==> src/sv/lbc_pkg.sv <==
// Shared types, codes and widths of the LRU block buffer cache.
package lbc_pkg;

    localparam int NUM_SLOTS_DEF = 32;

    localparam int FUNC_W     = 2;
    localparam int DEV_W      = 4;
    localparam int BLK_W      = 32;
    localparam int SLOT_W     = 5;
    localparam int CNT_W      = 8;
    localparam int TAG_W      = DEV_W + BLK_W;
    localparam int IN_DATA_W  = 48;
    localparam int OUT_DATA_W = 16;

    localparam logic [CNT_W-1:0] COUNT_MAX = '1;

    typedef enum logic [FUNC_W-1:0] {
        FUNC_ACQUIRE   = 2'd0,
        FUNC_RELEASE   = 2'd1,
        FUNC_WRITE     = 2'd2,
        FUNC_DISK_DONE = 2'd3
    } t_func;

    typedef enum logic [1:0] {
        STAT_OK        = 2'd0,
        STAT_NO_FREE   = 2'd1,
        STAT_UNHELD    = 2'd2,
        STAT_SATURATED = 2'd3
    } t_status;

    // Result word, slot_out in the low bits.
    typedef struct packed {
        t_status           status;
        logic              need_disk_write;
        logic              need_disk_read;
        logic              hit;
        logic [SLOT_W-1:0] slot_out;
    } t_result;

    localparam int RES_W = $bits(t_result);

endpackage

==> src/sv/lru_block_buffer_cache.sv <==
// Top level of the LRU block buffer cache tag and policy engine.
//
// Usage: one command word enters on the s_axis channel (kind in tuser), one
// result word leaves on the m_axis channel for every command.
//   acquire   - search from most recent for a device and block match, take a
//               reference; on a miss recycle the least recent unreferenced,
//               clean slot and ask for a read.
//   release   - drop a reference; at zero move the slot to the front.
//   write     - mark a slot dirty and ask for a disk write.
//   disk done - mark a slot valid and clean.
// Acquire, and release when the count reaches zero, walk the recency order
// serially, one slot per cycle through a two-stage read pipeline (a move to
// front uses its first stage only). One command is in work at a time and
// tready rises as the result loads, so a new command word is taken only once
// the last one has left the sequencer.
// A finished result holds in the output register while the receiver stalls;
// the next command runs meanwhile and its result waits in the sequencer.
// Reset (synchronous, active low) clears the per-slot written flags, so tags
// and counts read as zero and the order as NUM_SLOTS-1 down to 0 at once.
module lru_block_buffer_cache #(
    parameter int NUM_SLOTS = lbc_pkg::NUM_SLOTS_DEF
) (
    input  logic                           i_clk,
    input  logic                           i_rst_n,
    input  logic                           s_axis_tvalid,
    output logic                           s_axis_tready,
    // device[3:0], block_number[35:4], slot[40:36], zero fill
    input  logic [lbc_pkg::IN_DATA_W-1:0]  s_axis_tdata,
    // func[1:0]
    input  logic [lbc_pkg::FUNC_W-1:0]     s_axis_tuser,
    output logic                           m_axis_tvalid,
    input  logic                           m_axis_tready,
    // slot_out[4:0], hit[5], need_disk_read[6], need_disk_write[7],
    // status[9:8], zero fill
    output logic [lbc_pkg::OUT_DATA_W-1:0] m_axis_tdata
);
    import lbc_pkg::*;

    localparam int SW = (NUM_SLOTS > 1) ? $clog2(NUM_SLOTS) : 1;
    localparam int PW = $clog2(NUM_SLOTS + 1);

    typedef enum logic [4:0] {
        S_IDLE = 5'b00001,
        S_SCAN = 5'b00010,
        S_RCHK = 5'b00100,
        S_MTF  = 5'b01000,
        S_DONE = 5'b10000
    } t_state;

    // Storage: tags, counts and recency order live in memories; a written
    // flag per entry stands in for the reset value until first write.
    logic [TAG_W-1:0] m_tag [NUM_SLOTS];
    logic [CNT_W-1:0] m_cnt [NUM_SLOTS];
    logic [SW-1:0]    m_ord [NUM_SLOTS];

    logic [NUM_SLOTS-1:0] r_tag_wr, r_cnt_wr, r_ord_wr;
    logic [NUM_SLOTS-1:0] r_valid, r_dirty;

    t_state            r_state;
    t_func             r_func;
    logic [DEV_W-1:0]  r_dev;
    logic [BLK_W-1:0]  r_blk;
    logic [SLOT_W-1:0] r_slot;
    logic [SW-1:0]     r_carry;
    logic [PW-1:0]     r_iss_p;

    // read pipeline: stage 1 holds the order entry, stage 2 tag and count
    logic              r_s1_v, r_s1_last;
    logic [SW-1:0]     r_ord_idx, r_ord_q;
    logic              r_ord_wq;
    logic              r_s2_v, r_s2_last;
    logic [SW-1:0]     r_s2_b;
    logic [TAG_W-1:0]  r_tag_q;
    logic              r_tag_wq;
    logic [CNT_W-1:0]  r_cnt_q;
    logic              r_cnt_wq;

    logic [SW-1:0]     r_cand;
    logic              r_cand_v;

    t_result           r_res, r_out;
    logic              r_out_v;

    // input word fields
    logic              acc_in;
    t_func             in_func;
    logic [DEV_W-1:0]  in_dev;
    logic [BLK_W-1:0]  in_blk;
    logic [SLOT_W-1:0] in_slot;
    logic              in_rng;

    logic [SW-1:0]     slot_idx, ord_val, fill_idx, cnt_raddr;
    logic [TAG_W-1:0]  tag_val;
    logic [CNT_W-1:0]  cnt_val;
    logic              s2_match, s2_free, fill_ok, sat;
    logic              scan_hit, scan_miss, mtf_step, mtf_end, issue;
    logic              tag_we, cnt_we, out_load;
    logic [SW-1:0]     cnt_waddr;
    logic [CNT_W-1:0]  cnt_wdata;

    assign acc_in  = s_axis_tvalid && s_axis_tready;
    assign in_func = t_func'(s_axis_tuser);
    assign in_dev  = s_axis_tdata[DEV_W-1:0];
    assign in_blk  = s_axis_tdata[DEV_W+BLK_W-1:DEV_W];
    assign in_slot = s_axis_tdata[TAG_W+SLOT_W-1:TAG_W];
    assign in_rng  = 32'(in_slot) < NUM_SLOTS;

    assign slot_idx = SW'(r_slot);

    // unwritten entries read as their reset values
    assign ord_val = r_ord_wq ? r_ord_q : (SW'(NUM_SLOTS - 1) - r_ord_idx);
    assign tag_val = r_tag_wq ? r_tag_q : '0;
    assign cnt_val = r_cnt_wq ? r_cnt_q : '0;

    // stage 2 compare: first match wins, last free slot seen is the LRU one
    assign s2_match  = r_s2_v && (tag_val == {r_dev, r_blk});
    assign s2_free   = r_s2_v && (cnt_val == '0) && !r_dirty[r_s2_b];
    assign fill_idx  = s2_free ? r_s2_b : r_cand;
    assign fill_ok   = s2_free || r_cand_v;
    assign sat       = (cnt_val == COUNT_MAX);
    assign scan_hit  = (r_state == S_SCAN) && s2_match;
    assign scan_miss = (r_state == S_SCAN) && !s2_match && r_s2_v && r_s2_last;

    // move to front: shift entries down one by one until the slot is met
    assign mtf_step = (r_state == S_MTF) && r_s1_v;
    assign mtf_end  = mtf_step && ((ord_val == slot_idx) || r_s1_last);

    assign issue = ((r_state == S_SCAN) || (r_state == S_MTF))
                   && (r_iss_p < PW'(NUM_SLOTS))
                   && !(scan_hit || scan_miss || mtf_end);

    assign cnt_raddr = (r_state == S_SCAN) ? ord_val : SW'(in_slot);
    assign tag_we    = scan_miss && fill_ok;
    assign out_load  = (r_state == S_DONE) && (!r_out_v || m_axis_tready);

    always_comb begin
        cnt_we    = 1'b0;
        cnt_waddr = r_s2_b;
        cnt_wdata = cnt_val + CNT_W'(1);
        if (scan_hit && !sat) begin
            cnt_we = 1'b1;
        end else if (tag_we) begin
            cnt_we    = 1'b1;
            cnt_waddr = fill_idx;
            cnt_wdata = CNT_W'(1);
        end else if ((r_state == S_RCHK) && (cnt_val != '0)) begin
            cnt_we    = 1'b1;
            cnt_waddr = slot_idx;
            cnt_wdata = cnt_val - CNT_W'(1);
        end
    end

    // memories: one write and one registered read each
    always_ff @(posedge i_clk) begin
        if (mtf_step) begin
            m_ord[r_ord_idx] <= r_carry;
        end
        if (issue) begin
            r_ord_q   <= m_ord[r_iss_p[SW-1:0]];
            r_ord_wq  <= r_ord_wr[r_iss_p[SW-1:0]];
            r_ord_idx <= r_iss_p[SW-1:0];
            r_s1_last <= (r_iss_p == PW'(NUM_SLOTS - 1));
        end
        if (tag_we) begin
            m_tag[fill_idx] <= {r_dev, r_blk};
        end
        r_tag_q  <= m_tag[ord_val];
        r_tag_wq <= r_tag_wr[ord_val];
        if (cnt_we) begin
            m_cnt[cnt_waddr] <= cnt_wdata;
        end
        r_cnt_q  <= m_cnt[cnt_raddr];
        r_cnt_wq <= r_cnt_wr[cnt_raddr];
        r_s2_b    <= ord_val;
        r_s2_last <= r_s1_last;
    end

    // sequencer
    always_ff @(posedge i_clk) begin
        if (!i_rst_n) begin
            r_state  <= S_IDLE;
            r_tag_wr <= '0;
            r_cnt_wr <= '0;
            r_ord_wr <= '0;
            r_valid  <= '0;
            r_dirty  <= '0;
            r_s1_v   <= 1'b0;
            r_s2_v   <= 1'b0;
            r_cand_v <= 1'b0;
            r_iss_p  <= '0;
            r_out_v  <= 1'b0;
        end else begin
            if (tag_we) begin
                r_tag_wr[fill_idx] <= 1'b1;
            end
            if (cnt_we) begin
                r_cnt_wr[cnt_waddr] <= 1'b1;
            end
            if (mtf_step) begin
                r_ord_wr[r_ord_idx] <= 1'b1;
            end
            if (issue) begin
                r_iss_p <= r_iss_p + PW'(1);
            end

            if (out_load) begin
                r_out_v <= 1'b1;
            end else if (m_axis_tready) begin
                r_out_v <= 1'b0;
            end

            case (r_state)
                S_IDLE: begin
                    if (acc_in) begin
                        r_func   <= in_func;
                        r_dev    <= in_dev;
                        r_blk    <= in_blk;
                        r_slot   <= in_slot;
                        r_carry  <= SW'(in_slot);
                        r_iss_p  <= '0;
                        r_s1_v   <= 1'b0;
                        r_s2_v   <= 1'b0;
                        r_cand_v <= 1'b0;
                        // out-of-range slot drops a release, write or disk done as unheld
                        r_res    <= '{status: ((in_func != FUNC_ACQUIRE) && !in_rng)
                                              ? STAT_UNHELD : STAT_OK,
                                      need_disk_write: (in_func == FUNC_WRITE) && in_rng,
                                      need_disk_read: 1'b0, hit: 1'b0,
                                      slot_out: in_slot};
                        if (in_func == FUNC_ACQUIRE) begin
                            r_state <= S_SCAN;
                        end else if (!in_rng) begin
                            r_state <= S_DONE;
                        end else begin
                            case (in_func)
                                FUNC_RELEASE: begin
                                    r_state <= S_RCHK;
                                end
                                FUNC_WRITE: begin
                                    r_dirty[SW'(in_slot)] <= 1'b1;
                                    r_state               <= S_DONE;
                                end
                                default: begin
                                    r_valid[SW'(in_slot)] <= 1'b1;
                                    r_dirty[SW'(in_slot)] <= 1'b0;
                                    r_state               <= S_DONE;
                                end
                            endcase
                        end
                    end
                end
                S_SCAN: begin
                    r_s1_v <= issue;
                    r_s2_v <= r_s1_v;
                    if (s2_free) begin
                        r_cand   <= r_s2_b;
                        r_cand_v <= 1'b1;
                    end
                    if (scan_hit) begin
                        r_res   <= '{status: sat ? STAT_SATURATED : STAT_OK,
                                     need_disk_write: 1'b0,
                                     need_disk_read: !sat && !r_valid[r_s2_b],
                                     hit: 1'b1, slot_out: SLOT_W'(r_s2_b)};
                        r_state <= S_DONE;
                    end else if (scan_miss) begin
                        if (fill_ok) begin
                            r_valid[fill_idx] <= 1'b0;
                            r_dirty[fill_idx] <= 1'b0;
                        end
                        r_res   <= '{status: fill_ok ? STAT_OK : STAT_NO_FREE,
                                     need_disk_write: 1'b0,
                                     need_disk_read: fill_ok, hit: 1'b0,
                                     slot_out: fill_ok ? SLOT_W'(fill_idx)
                                                       : SLOT_W'(0)};
                        r_state <= S_DONE;
                    end
                end
                S_RCHK: begin
                    if (cnt_val == '0) begin
                        r_res.status <= STAT_UNHELD;
                        r_state      <= S_DONE;
                    end else if (cnt_val == CNT_W'(1)) begin
                        // count drops to zero: walk the order from the front
                        r_state <= S_MTF;
                    end else begin
                        r_state <= S_DONE;
                    end
                end
                S_MTF: begin
                    r_s1_v <= issue;
                    if (mtf_step) begin
                        r_carry <= ord_val;
                    end
                    if (mtf_end) begin
                        r_state <= S_DONE;
                    end
                end
                S_DONE: begin
                    if (out_load) begin
                        r_out   <= r_res;
                        r_state <= S_IDLE;
                    end
                end
                default: begin
                    r_state <= S_IDLE;
                end
            endcase
        end
    end

    assign s_axis_tready = (r_state == S_IDLE);
    assign m_axis_tvalid = r_out_v;
    assign m_axis_tdata  = {(OUT_DATA_W - RES_W)'(0), r_out};

    // an accepted command always takes the sequencer out of idle in the next cycle
    a_busy_after_accept: assert property (@(posedge i_clk) disable iff (!i_rst_n)
        acc_in |=> !s_axis_tready)
        else $error("command accepted but sequencer still idle");

    // a full cache returns slot 0 with no hit and no read request
    a_no_free_result: assert property (@(posedge i_clk) disable iff (!i_rst_n)
        (r_out_v && (r_out.status == STAT_NO_FREE)) |->
        (!r_out.hit && !r_out.need_disk_read && (r_out.slot_out == '0)))
        else $error("no-free result carries slot data");

    // a write request never comes with a hit or a read request
    a_write_result: assert property (@(posedge i_clk) disable iff (!i_rst_n)
        (r_out_v && r_out.need_disk_write) |->
        (!r_out.hit && !r_out.need_disk_read && (r_out.status == STAT_OK)))
        else $error("write result mixed with acquire fields");

    // the order memory is only rewritten during a move to front
    a_order_write: assert property (@(posedge i_clk) disable iff (!i_rst_n)
        mtf_step |-> ((r_func == FUNC_RELEASE) && !scan_hit && !tag_we))
        else $error("recency order written outside a release");

endmodule

==> config.mk <==
export PLATFORM = sky130hd
export DESIGN_NAME = lru_block_buffer_cache
export DESIGN_NICKNAME = d
export VERILOG_FILES = /design/src/sv/lbc_pkg.sv /design/src/sv/lru_block_buffer_cache.sv
export SDC_FILE = /design/constraint.sdc
export NUM_CORES = 2
export LEC_CHECK = 0
export ABC_CLOCK_PERIOD_IN_PS = 9350
export BUFFER_PORTS_ARGS = -buffer_cell sky130_fd_sc_hd__buf_2
export CAP_MARGIN = 0
export CORE_MARGIN = 2
export CORE_UTILIZATION = 68
export DETAILED_ROUTE_END_ITERATION = 10
export PLACE_DENSITY = 0.85
export REMOVE_ABC_BUFFERS = 1
export SYNTH_ARGS = -nofsm -noshare
export SYNTH_HDL_FRONTEND = slang
export SYNTH_SLANG_ARGS = --single-unit
==> constraint.sdc <==
create_clock -name i_clk -period 9.35 [get_ports i_clk]
set_input_delay 0 -clock i_clk [delete_from_list [all_inputs] [get_ports i_clk]]
set_output_delay 0 -clock i_clk [all_outputs]
set_load 0.1 [all_outputs]
==> impl_results.md <==
* Final Setup Violations at 0
* R2R depth at 11
* Delay-heaviest family, CP: simple AND/OR/NAND/NOR gates
* Arithmetic-cell share of the synthesized area counting full adders, half adders and majority gates at 0.00118
* Clock sinks at 1,878
* Fraction of layout cells with a size suffix above 1 at 0.209
* Average cell area after synthesis at 17.3 sq um
* Most numerous cell on the critical path: sky130_fd_sc_hd__nor2_1
* TritonCTS clock tree: built
* Syn Std Cell Area at 74,000 sq um
* Post-layout power at 17.0 mW
* Clock latency on the worst-skew pair at 0.81 ns
* Crit path buf inv count at 2
* GR Overflow Total at 0
* Number of different library cells in the post-synthesis netlist at 76
* Slew at the pin closest to its max-slew limit at 1.29 ns
* Number of DRC markers in iteration 0 at 6,317
* Series of cell instances along the critical path: buf_4, inv_1, a2111oi_0, o2111ai_1, o31ai_1, nand4bb_1, nor2_1, o41ai_1, nor2_1, nand3_1, nor2_1
* Data required time of the worst path at 9.76 ns
* Maximum number of pins on one net before global-route repair at 123
* Top post-synthesis cells by area: sky130_fd_sc_hd__edfxtp_1 (67%), sky130_fd_sc_hd__mux4_2 (11%), sky130_fd_sc_hd__dfxtp_1 (6.1%)
* Post-synth top area share at 0.670
* Final max-slew violation count at 0
* Peak per-stage delay on the critical path at 0.81 ns
* Antenna violation net count after detailed routing at 0
* Status: finished, final reports clean
* Post-Synth XOR/XNOR Area at 0.00249
* Post-route minimum period at 6.15 ns
* Asr flop ratio synth at 0
* Yosys synthesis warning count at 0
* Worst setup path end: m_cnt[4][6]
* Number of placed instances, taps included at 5,597
* Wirelength, routed at 183,000 microns
* Startpoint class of the critical path: flop
* Standard cell core area at 108,000 sq um
* Hold Crit Class: input port to flop
* Diode count at 0
* Max-cap violations at 0
* Dominant combinational cell family by area after synthesis: multiplexers
* Critical Path End Type: flop
* Routing usage on met3 at 0.0655
* Library cell occupying the most area in the post-synthesis netlist: sky130_fd_sc_hd__edfxtp_1
* Clock input transition at the sequential cells of the worst setup and hold paths at 0.06 ns
* Clock Path Buffers at 3
* Global-route wire length before repair at 274,000 microns
* Maximum ir drop on the vdd rail at 0.000182 V
* Worst EP arrival at 6.56 ns
* Worst hold path cell count at 4
* Maximum fanout along the worst path at 34
* Endpoints failing hold at 0
* Slew headroom at 0.133
* Number of design rule violations left after detail routing at 0
* Filler cells at 5,491
* Gp weighted congestion at 0.870
* Most crowded layer after global routing: met2
* H-tree depth at 4
* Startpoint of the tightest hold check path: m_axis_tready
* Detailed-placement wirelength estimate at 92,600 microns
* Final setup skew at 0.0462 ns
* Number of placement rows at 121
* Cell Count, Final, Fillers Out at 6,012
* Final clock period utilization by the worst path at 0.658
* Multiplexer share of the synthesized area at 0.139
* Synthesized-area fraction occupied by ao, oa, aoi and oai cells at 0.0560
* Width of the chip at 334 microns
* Start point of the critical path: r_blk[31]
* Pre-antenna DRT Iters at 9
* Final layout net count at 4,507
* Wirelength per Cell at 30.5 microns
* Slowest stage cell, crit path: sky130_fd_sc_hd__a2111oi_0
* Post-CTS Setup Inserts at 0
* Crit path kind: flop to flop
* Path length in cells of the critical path at 11
* M2 GR Usage at 0.550
* Global-route usage over all layers at 0.333
* # IOs at 72
* Master cell of the clock root buffer: sky130_fd_sc_hd__clkbuf_16
* Mean number of vias per cell at 7.03
* Number of antenna violations at the first check in global routing at 0
* Leakage component of the power at 26.6 nW
* FF-to-FF End: m_cnt[4][6]
* Maximum achievable frequency at 163 MHz
* Number of buffers inserted during clock tree synthesis at 178
* Sequential fraction of the synthesis area at 0.732
* Initial Util at 0.682
* Hold Worst Slack at 0.127 ns
* Number of synthesized flops with an enable pin at 1,651
* RSZ-0062 raised after global routing: false
* Count of port buffers added during placement at 58
* Flop2flop setup slack at 3.20 ns
* Top FF cell, synth: sky130_fd_sc_hd__edfxtp_1
* PD cells at 205 nW/um^2
* GR met1 Demand/Resource at 0.446
* Basic-gate share of the synthesized area counting and, or, nand and nor cells at 0.0537
* Area grow syn2layout at 12.1%
* Overall via count from detail_route at 42,300
* Number of global-route vias before repair at 43,200
* Count of state elements after synthesis at 1,878
* Die Area at 111,000 sq um
* Height of the die at 334 microns
* Cell count after synthesis at 4,268
* Worst r2r src: r_blk[31]
[layer usage]
| layer | part of all wire | up-vias |
|---|---|---|
| li1 | - | 17300 |
| met1 | 0.35 | 21200 |
| met2 | 0.50 | 3155 |
| met3 | 0.11 | 584 |
| met4 | 0.043 | 0 |
| met5 | 0 | - |
[synthesized netlist by cell type, types with 10 or more instances]
cell and n:
sky130_fd_sc_hd__mux2_2 84, sky130_fd_sc_hd__a21oi_1 139, sky130_fd_sc_hd__nor2b_1 11, sky130_fd_sc_hd__nor3_1 21, sky130_fd_sc_hd__inv_1 31, sky130_fd_sc_hd__xnor2_1 10
sky130_fd_sc_hd__nor4_1 31, sky130_fd_sc_hd__nand2_1 300, sky130_fd_sc_hd__mux4_2 374, sky130_fd_sc_hd__o21ai_0 106, sky130_fd_sc_hd__o211ai_1 40, sky130_fd_sc_hd__nand3_1 28
sky130_fd_sc_hd__mux2i_1 94, sky130_fd_sc_hd__buf_1 53, sky130_fd_sc_hd__or4_1 12, sky130_fd_sc_hd__o21ai_1 12, sky130_fd_sc_hd__xor2_1 11, sky130_fd_sc_hd__a21o_1 12
sky130_fd_sc_hd__a311oi_1 38, sky130_fd_sc_hd__nand2b_1 22, sky130_fd_sc_hd__o21a_1 22, sky130_fd_sc_hd__o221ai_1 21, sky130_fd_sc_hd__and2_1 67, sky130_fd_sc_hd__a31oi_1 39
sky130_fd_sc_hd__clkbuf_1 192, sky130_fd_sc_hd__a211oi_1 102, sky130_fd_sc_hd__dfxtp_1 227, sky130_fd_sc_hd__o22ai_1 21, sky130_fd_sc_hd__and2_0 11, sky130_fd_sc_hd__edfxtp_1 1651
sky130_fd_sc_hd__nor2_1 350
[metrics by stage]
step / cell area (sq um) / setup TNS (ns) / worst slack (ns) / utilization
floorplan: 73000 / -1509.28 / -38.88 / -
finish: 83000 / 0 / 3.20 / 0.765
detailed placement: 76300 / 0 / 3.97 / 0.704
global placement: 76300 / 0 / 4.09 / 0.704
CTS: 83000 / 0 / 3.60 / 0.765
global route: 83000 / 0 / 3.14 / 0.765
[power by group]
group | leakage (nW) | total, mW | switching [mW] | internal, mW
Combinational | 6.98 | 0.560 | 0.400 | 0.160
Clock | 2.85 | 7.25 | 3.13 | 4.13
Sequential | 16.7 | 9.23 | 0.0504 | 9.18
[logic make-up (layout without fill, tap and decap cells)]
family / Yosys count / count (layout)
buffers and inverters: 295 / 620
muxes: 552 / 552
AOI/OAI and AO/OA: 619 / 619
adders and majority gates: 7 / 7
xor gates and xnor gates: 21 / 21
and+or+nand+nor: 895 / 895
other: 1 / 6
DFF: 1878 / 1878
[placed cells by master, fill, tap and decap left out, types with 32 or more instances in the layout]
cell,count
sky130_fd_sc_hd__nor2_1,312
sky130_fd_sc_hd__mux2_2,84
sky130_fd_sc_hd__nor2_4,33
sky130_fd_sc_hd__edfxtp_1,1651
sky130_fd_sc_hd__nand2_1,300
sky130_fd_sc_hd__a21oi_1,136
sky130_fd_sc_hd__buf_2,58
sky130_fd_sc_hd__o211ai_1,40
sky130_fd_sc_hd__a31oi_1,39
sky130_fd_sc_hd__dlygate4sd3_1,83
sky130_fd_sc_hd__buf_4,111
sky130_fd_sc_hd__dfxtp_1,225
sky130_fd_sc_hd__a311oi_1,37
sky130_fd_sc_hd__clkinv_2,32
sky130_fd_sc_hd__and2_1,67
sky130_fd_sc_hd__mux4_2,374
sky130_fd_sc_hd__clkbuf_16,183
sky130_fd_sc_hd__o21ai_0,106
sky130_fd_sc_hd__clkbuf_1,44
sky130_fd_sc_hd__a211oi_1,102
sky130_fd_sc_hd__mux2i_1,93
[area by class of cell]
| cell class | count | area (sq um) | area share |
|---|---|---|---|
| Inverter | 34 | 135 | 0.00163 |
| Tap cell | 1414 | 1770 | 0.0213 |
| Clock inverter | 95 | 951 | 0.0115 |
| Clock buffer | 237 | 4880 | 0.0588 |
| Sequential cell | 1878 | 54100 | 0.652 |
| Timing Repair Buffer | 254 | 1990 | 0.0240 |
| Multi-Input combinational cell | 2100 | 19100 | 0.230 |
[worst min-delay path, cell delays in order]
cell and delay, ns:
sky130_fd_sc_hd__dlygate4sd3_1 0.53, sky130_fd_sc_hd__buf_2 0.10, sky130_fd_sc_hd__nand2b_1 0.14, sky130_fd_sc_hd__a21oi_1 0.09
[worst min path at each step]
| stage | end | slack [ns] |
|---|---|---|
| floorplan | r_blk[0] | 0.1 |
| global placement | r_blk[21] | 0.18 |
| detailed placement | r_blk[5] | 0.18 |
| CTS | m_axis_tvalid | 0.07 |
| global route | m_axis_tvalid | 0.14 |
| finish | m_axis_tvalid | 0.13 |
[flip-flops by register name (all words and copies together) (netlist names), 10 cells and up, named ones only]
signal        count
r_blk            32
r_cnt_wr         32
m_ord           160
m_axis_tdata     10
m_tag          1152
r_valid          32
r_tag_wr         32
r_ord_wr         32
r_tag_q          36
m_cnt           256
r_res            10
[what timing repair did]
| item | in CTS | in global routing |
|---|---|---|
| hold buffers | 83 | 0 |
| gates resized for setup | 0 | 0 |
| endpoints found under the hold margin | 133 | 0 |
No activity file was read; power rests on OpenSTA's default activity.
